File: src/hdl/npsrch_pkg.sv
// Shared types and widths for the nearest point search block.
package npsrch_pkg;

  localparam int COORD_W = 32;   // coordinate width seen by the distance cells
  localparam int SQ_W    = 64;   // one squared axis difference
  localparam int DIST_W  = 65;   // sum of two squared differences
  localparam int ID_W    = 31;
  localparam int LAT_W   = 31;
  localparam int LON_W   = 32;
  localparam int CNT_W   = 11;   // active_count register width
  localparam int SLOT_W  = 10;
  localparam int CELL_LAT = 3;   // register stages inside one distance cell

  // input item operation codes
  localparam logic FUNC_WRITE  = 1'b0;
  localparam logic FUNC_SEARCH = 1'b1;

  typedef logic [COORD_W-1:0] coord_t;
  typedef logic [DIST_W-1:0]  dist_t;

  typedef struct packed {
    logic [ID_W-1:0]         id;
    logic signed [LAT_W-1:0] lat;
    logic signed [LON_W-1:0] lon;
  } entry_t;

  typedef struct packed {
    logic valid;
    logic last;
  } tag_t;

  typedef enum logic [3:0] {
    S_IDLE   = 4'b0001,
    S_SCAN   = 4'b0010,
    S_DRAIN  = 4'b0100,
    S_FINISH = 4'b1000
  } state_t;

endpackage

File: src/hdl/npsrch_cell.sv
// Distance cell: adds one squared axis difference to the partial sum from its neighbour.
module npsrch_cell (
  input  logic               clk,
  input  npsrch_pkg::coord_t q,
  input  npsrch_pkg::coord_t p,
  input  npsrch_pkg::dist_t  sum_in,
  output npsrch_pkg::dist_t  sum_out
);

  logic [npsrch_pkg::COORD_W:0]   diff;
  logic [npsrch_pkg::COORD_W-1:0] mag;
  logic [npsrch_pkg::COORD_W-1:0] d_r;
  logic [npsrch_pkg::SQ_W-1:0]    sq_r;
  npsrch_pkg::dist_t              s1_r;
  npsrch_pkg::dist_t              s2_r;
  npsrch_pkg::dist_t              out_r;

  always_comb begin
    diff = {q[npsrch_pkg::COORD_W-1], q} - {p[npsrch_pkg::COORD_W-1], p};
    mag  = diff[npsrch_pkg::COORD_W] ? npsrch_pkg::COORD_W'(~diff + 1'b1)
                                     : diff[npsrch_pkg::COORD_W-1:0];
  end

  // magnitude, square, accumulate: one register each
  always_ff @(posedge clk) begin
    d_r   <= mag;
    s1_r  <= sum_in;
    sq_r  <= npsrch_pkg::SQ_W'(d_r) * npsrch_pkg::SQ_W'(d_r);
    s2_r  <= s1_r;
    out_r <= s2_r + npsrch_pkg::DIST_W'(sq_r);
  end

  assign sum_out = out_r;

endmodule

File: config.mk
export PLATFORM = sky130hd
export DESIGN_NAME = npsrch_cell
export DESIGN_NICKNAME = d
export VERILOG_FILES = /design/src/hdl/npsrch_pkg.sv /design/src/hdl/npsrch_cell.sv
export SDC_FILE = /design/constraint.sdc
export NUM_CORES = 2
export LEC_CHECK = 0
export BUFFER_PORTS_ARGS = -buffer_cell sky130_fd_sc_hd__clkbuf_2
export CAP_MARGIN = 5
export CELL_PAD_IN_SITES_DETAIL_PLACEMENT = 1
export CELL_PAD_IN_SITES_GLOBAL_PLACEMENT = 2
export CORE_UTILIZATION = 45
export CTS_CLUSTER_DIAMETER = 50
export DETAILED_ROUTE_END_ITERATION = 10
export PLACE_DENSITY = 0.89
export RECOVER_POWER = 25
export SYNTH_ARGS = -nofsm -noshare
export SYNTH_HDL_FRONTEND = slang
export SYNTH_SLANG_ARGS = --single-unit
File: constraint.sdc
create_clock -name clk -period 11.9 [get_ports clk]
set_input_delay 1.785 -clock clk [delete_from_list [all_inputs] [get_ports clk]]
set_output_delay 1.785 -clock clk [all_outputs]
set_load 0.005 [all_outputs]
==> impl_metrics.csv <==
group,metric,value,unit
floorplanning,num_rows,111,
placed_design,io_buffers,194,
finish,syn2layout_area_growth,8.27,%
grt,grt_max_degree,41,
clocking,ctsRootBufferMaster,"clkbuf_16",
routing,drtIter0Drc,1396,
worst_hold_path,hold_depth,0,
clocking,cts_buffer_depth,3,
job,drv_cap,1,
clocking,ctsHoldBuffers,0,
outcome,status,"finished, violations left",
critical_path,path_buf_inv,5,
routing,antenna_left,0,
critical_path,crit_fanout,40,
placed_design,place_congestion,0.907,
clocking,cts_tree,"built",
routing,drt_drc_violations_left,0,
critical_path,max_stage_delay,1.50,ns
floorplanning,die_w,307,um
routing,vias_per_cell,5.20,
sta,finClkSkew,0.0255,ns
critical_path,cp_top_family,"adder cells",
clocking,ctsResizeCount,0,
yosys,ys_ff_latch,290,
sta,finalSetupViolCount,0,
floorplanning,start_util,0.455,
routing,wl_per_cell,20.6,um
floorplanning,io_pins,195,
critical_path,startpoint,"d_r[1]$_DFF_P_",
placed_design,dp_hpwl,98400,um
sta,finalCriticalPeriod,9.59,ns
grt,grt_pass1_wl,192000,um
routing,vias,30200,
grt,grtUsageTotal,0.263,
sta,fmax,104,MHz
critical_path,crit_type,"register to register",
grt,grt_pass1_vias,34600,
yosys,synth_ff_type,"dfxtp_1",
critical_path,startpoint_type,"register",
sta,slew-limit-headroom,-0.414,
yosys,syn_area_per_cell,9.42,um2
floorplanning,core_area,91800,um2
critical_path,cp.required,12.39,ns
outcome,violations,"max-capacitance violations, max-slew violations",
sta,tns,0,ns
finish,drive_above_1_share,0.0753,
yosys,synth.area.top_cells,"fa_1, dfxtp_1, ha_1",
sta,hold_viol,0,
grt,antenna_found_initial,3,
floorplanning,die_area,94100,um2
critical_path,reg2regPathDepth,27,
grt,grt-ovfl-total,0,
clocking,clk_pin_slew,0.06,ns
critical_path,path_depth,27,
clocking,cts_max_level,2,
yosys,syn_inst,4437,
critical_path,worst_path_most_repeated_cell,"fa_1",
clocking,cts.sinks,290,
worst_hold_path,holdCritStartpoint,"s1_r[26]$_DFF_P_",
worst_hold_path,hp-class,"register to register",
yosys,synth_nets,5758,
sta,worst_slew_pin_slew,2.12,ns
critical_path,critical-path-slowest-cell,"clkbuf_1",
critical_path,rr_startpoint,"d_r[1]$_DFF_P_",
yosys,syn_area,41800,um2
sta,period_share,0.806,
yosys,synth_edf_count,0,
yosys,synth_top_area_frac,0.379,
yosys,synth_area_leader_cell,"fa_1",
yosys,synth_warnings,0,
critical_path,end_kind,"register",
sta,rsz0062_at_grt,"no",
clocking,cts_buffers,38,
floorplanning,fp.dieH,307,um
finish,nets,5862,
critical_path,critPathArrivalTime,10.08,ns
sta,holdWs,0.322,ns
yosys,ys_async_sr_fraction,0,
yosys,synth_cell_types,78,
routing,routed_wl,120000,um
sta,slew_violations,41,
clocking,clock_latency,0.58,ns
routing,drtPass1Iterations,5,
clocking,post_cts_buffers,0,
yosys,synth-seq-area-share,0.139,
-- stage by stage --
step,cell area (um2),worst slack [ns],utilization,cells
final,45200,2.31,0.493,5815
after detailed placement,43900,2.71,0.478,5744
after global routing,45200,1.72,0.493,5815
after global placement,43900,3.00,0.478,5744
after floorplan,41800,4.17,-,4437
after CTS,45200,2.67,0.493,5814
-- flip-flops by register name, summed over array words and instances, names as in the netlist --
| signal | count |
|---|---|
| sum_out | 65 |
| sq_r | 63 |
| d_r | 32 |
| s1_r | 65 |
| s2_r | 65 |
-- cells by family (layout without fill, tap and decap cells) --
kind of cell | after synthesis | count (layout) | synth area share
simple gates | 953 | 953 | 0.115
mux | 8 | 8 | 0.00204
xor+xnor | 208 | 208 | 0.0436
buf+inv | 1205 | 1339 | 0.109
compound gates | 582 | 582 | 0.0927
other cells | 0 | 1 | 0
fa+ha+maj | 1191 | 1191 | 0.499
flops | 290 | 290 | 0.139
-- routing by layer --
layer	global-route usage	wire (um)	up-vias
met2	0.445	57000	727
met3	0.0442	7200	116
met1	0.354	53800	15500
met5	0	0	-
met4	0.0500	2050	0
li1	-	-	13900
-- synth_stat cells (89+ instances only) --
master,n
xnor2_1,127
fa_1,792
nand2_1,343
dfxtp_1,290
ha_1,399
nor2_1,115
and2_1,245
a21oi_1,163
o21ai_0,89
a21o_1,101
inv_1,1052
clkbuf_1,140
-- layout make-up --
cell class                      instances  area (um2)
Fill cell                           10500       46600
Timing Repair Buffer                  217        1140
Clock buffer                           43        1000
Clock inverter                         27         334
Sequential cell                       290        5820
Antenna cell                            1        2.50
Multi-Input combinational cell       2942       31400
Tap cell                             1243        1560
Inverter                             1052        3950
-- path summary, 6_finish.rpt --
path	endpoint	slack, ns
max	sq_r[62]$_DFF_P_	2.31
min	s2_r[26]$_DFF_P_	0.32
max reg2reg	sq_r[62]$_DFF_P_	2.31
min reg2reg	s2_r[26]$_DFF_P_	0.32
-- worst reg2reg max path: stages, from the launching register on --
cell	delay (ns)
dfxtp_1	0.30
clkbuf_1	1.50
nand2_1	0.31
xor2_1	0.24
ha_1	0.19
o21bai_1	0.17
fa_1	0.41
fa_1	0.37
inv_1	0.12
fa_1	0.20
inv_1	0.07
fa_1	0.59
inv_1	0.08
fa_1	0.53
inv_1	0.05
fa_1	0.47
fa_1	0.39
ha_1	0.41
a21o_1	0.21
o21bai_1	0.19
a221oi_1	0.56
o221ai_1	0.23
nor2_1	0.35
o31ai_1	0.20
a311oi_1	0.61
o21bai_1	0.23
a221oi_1	0.37
xnor2_1	0.17
-- cell usage in the layout (no fill, tap or decap), types with 26 or more instances in the layout --
cell type  instances
a211oi_1          26
a21o_1           101
a21oi_1          163
a31oi_1           34
and2_1           245
and3_1            30
clkbuf_16         39
clkbuf_2         194
dfxtp_1          278
fa_1             792
ha_1             399
inv_1           1052
nand2_1          343
nand3_1           43
nand4_1           42
nor2_1           115
nor3_1            40
o21ai_0           89
o21bai_1          27
xnor2_1          127
xor2_1            81
Power is not shown: default switching activity piles up to over one toggle a cycle in this logic, so the estimate is an artifact.
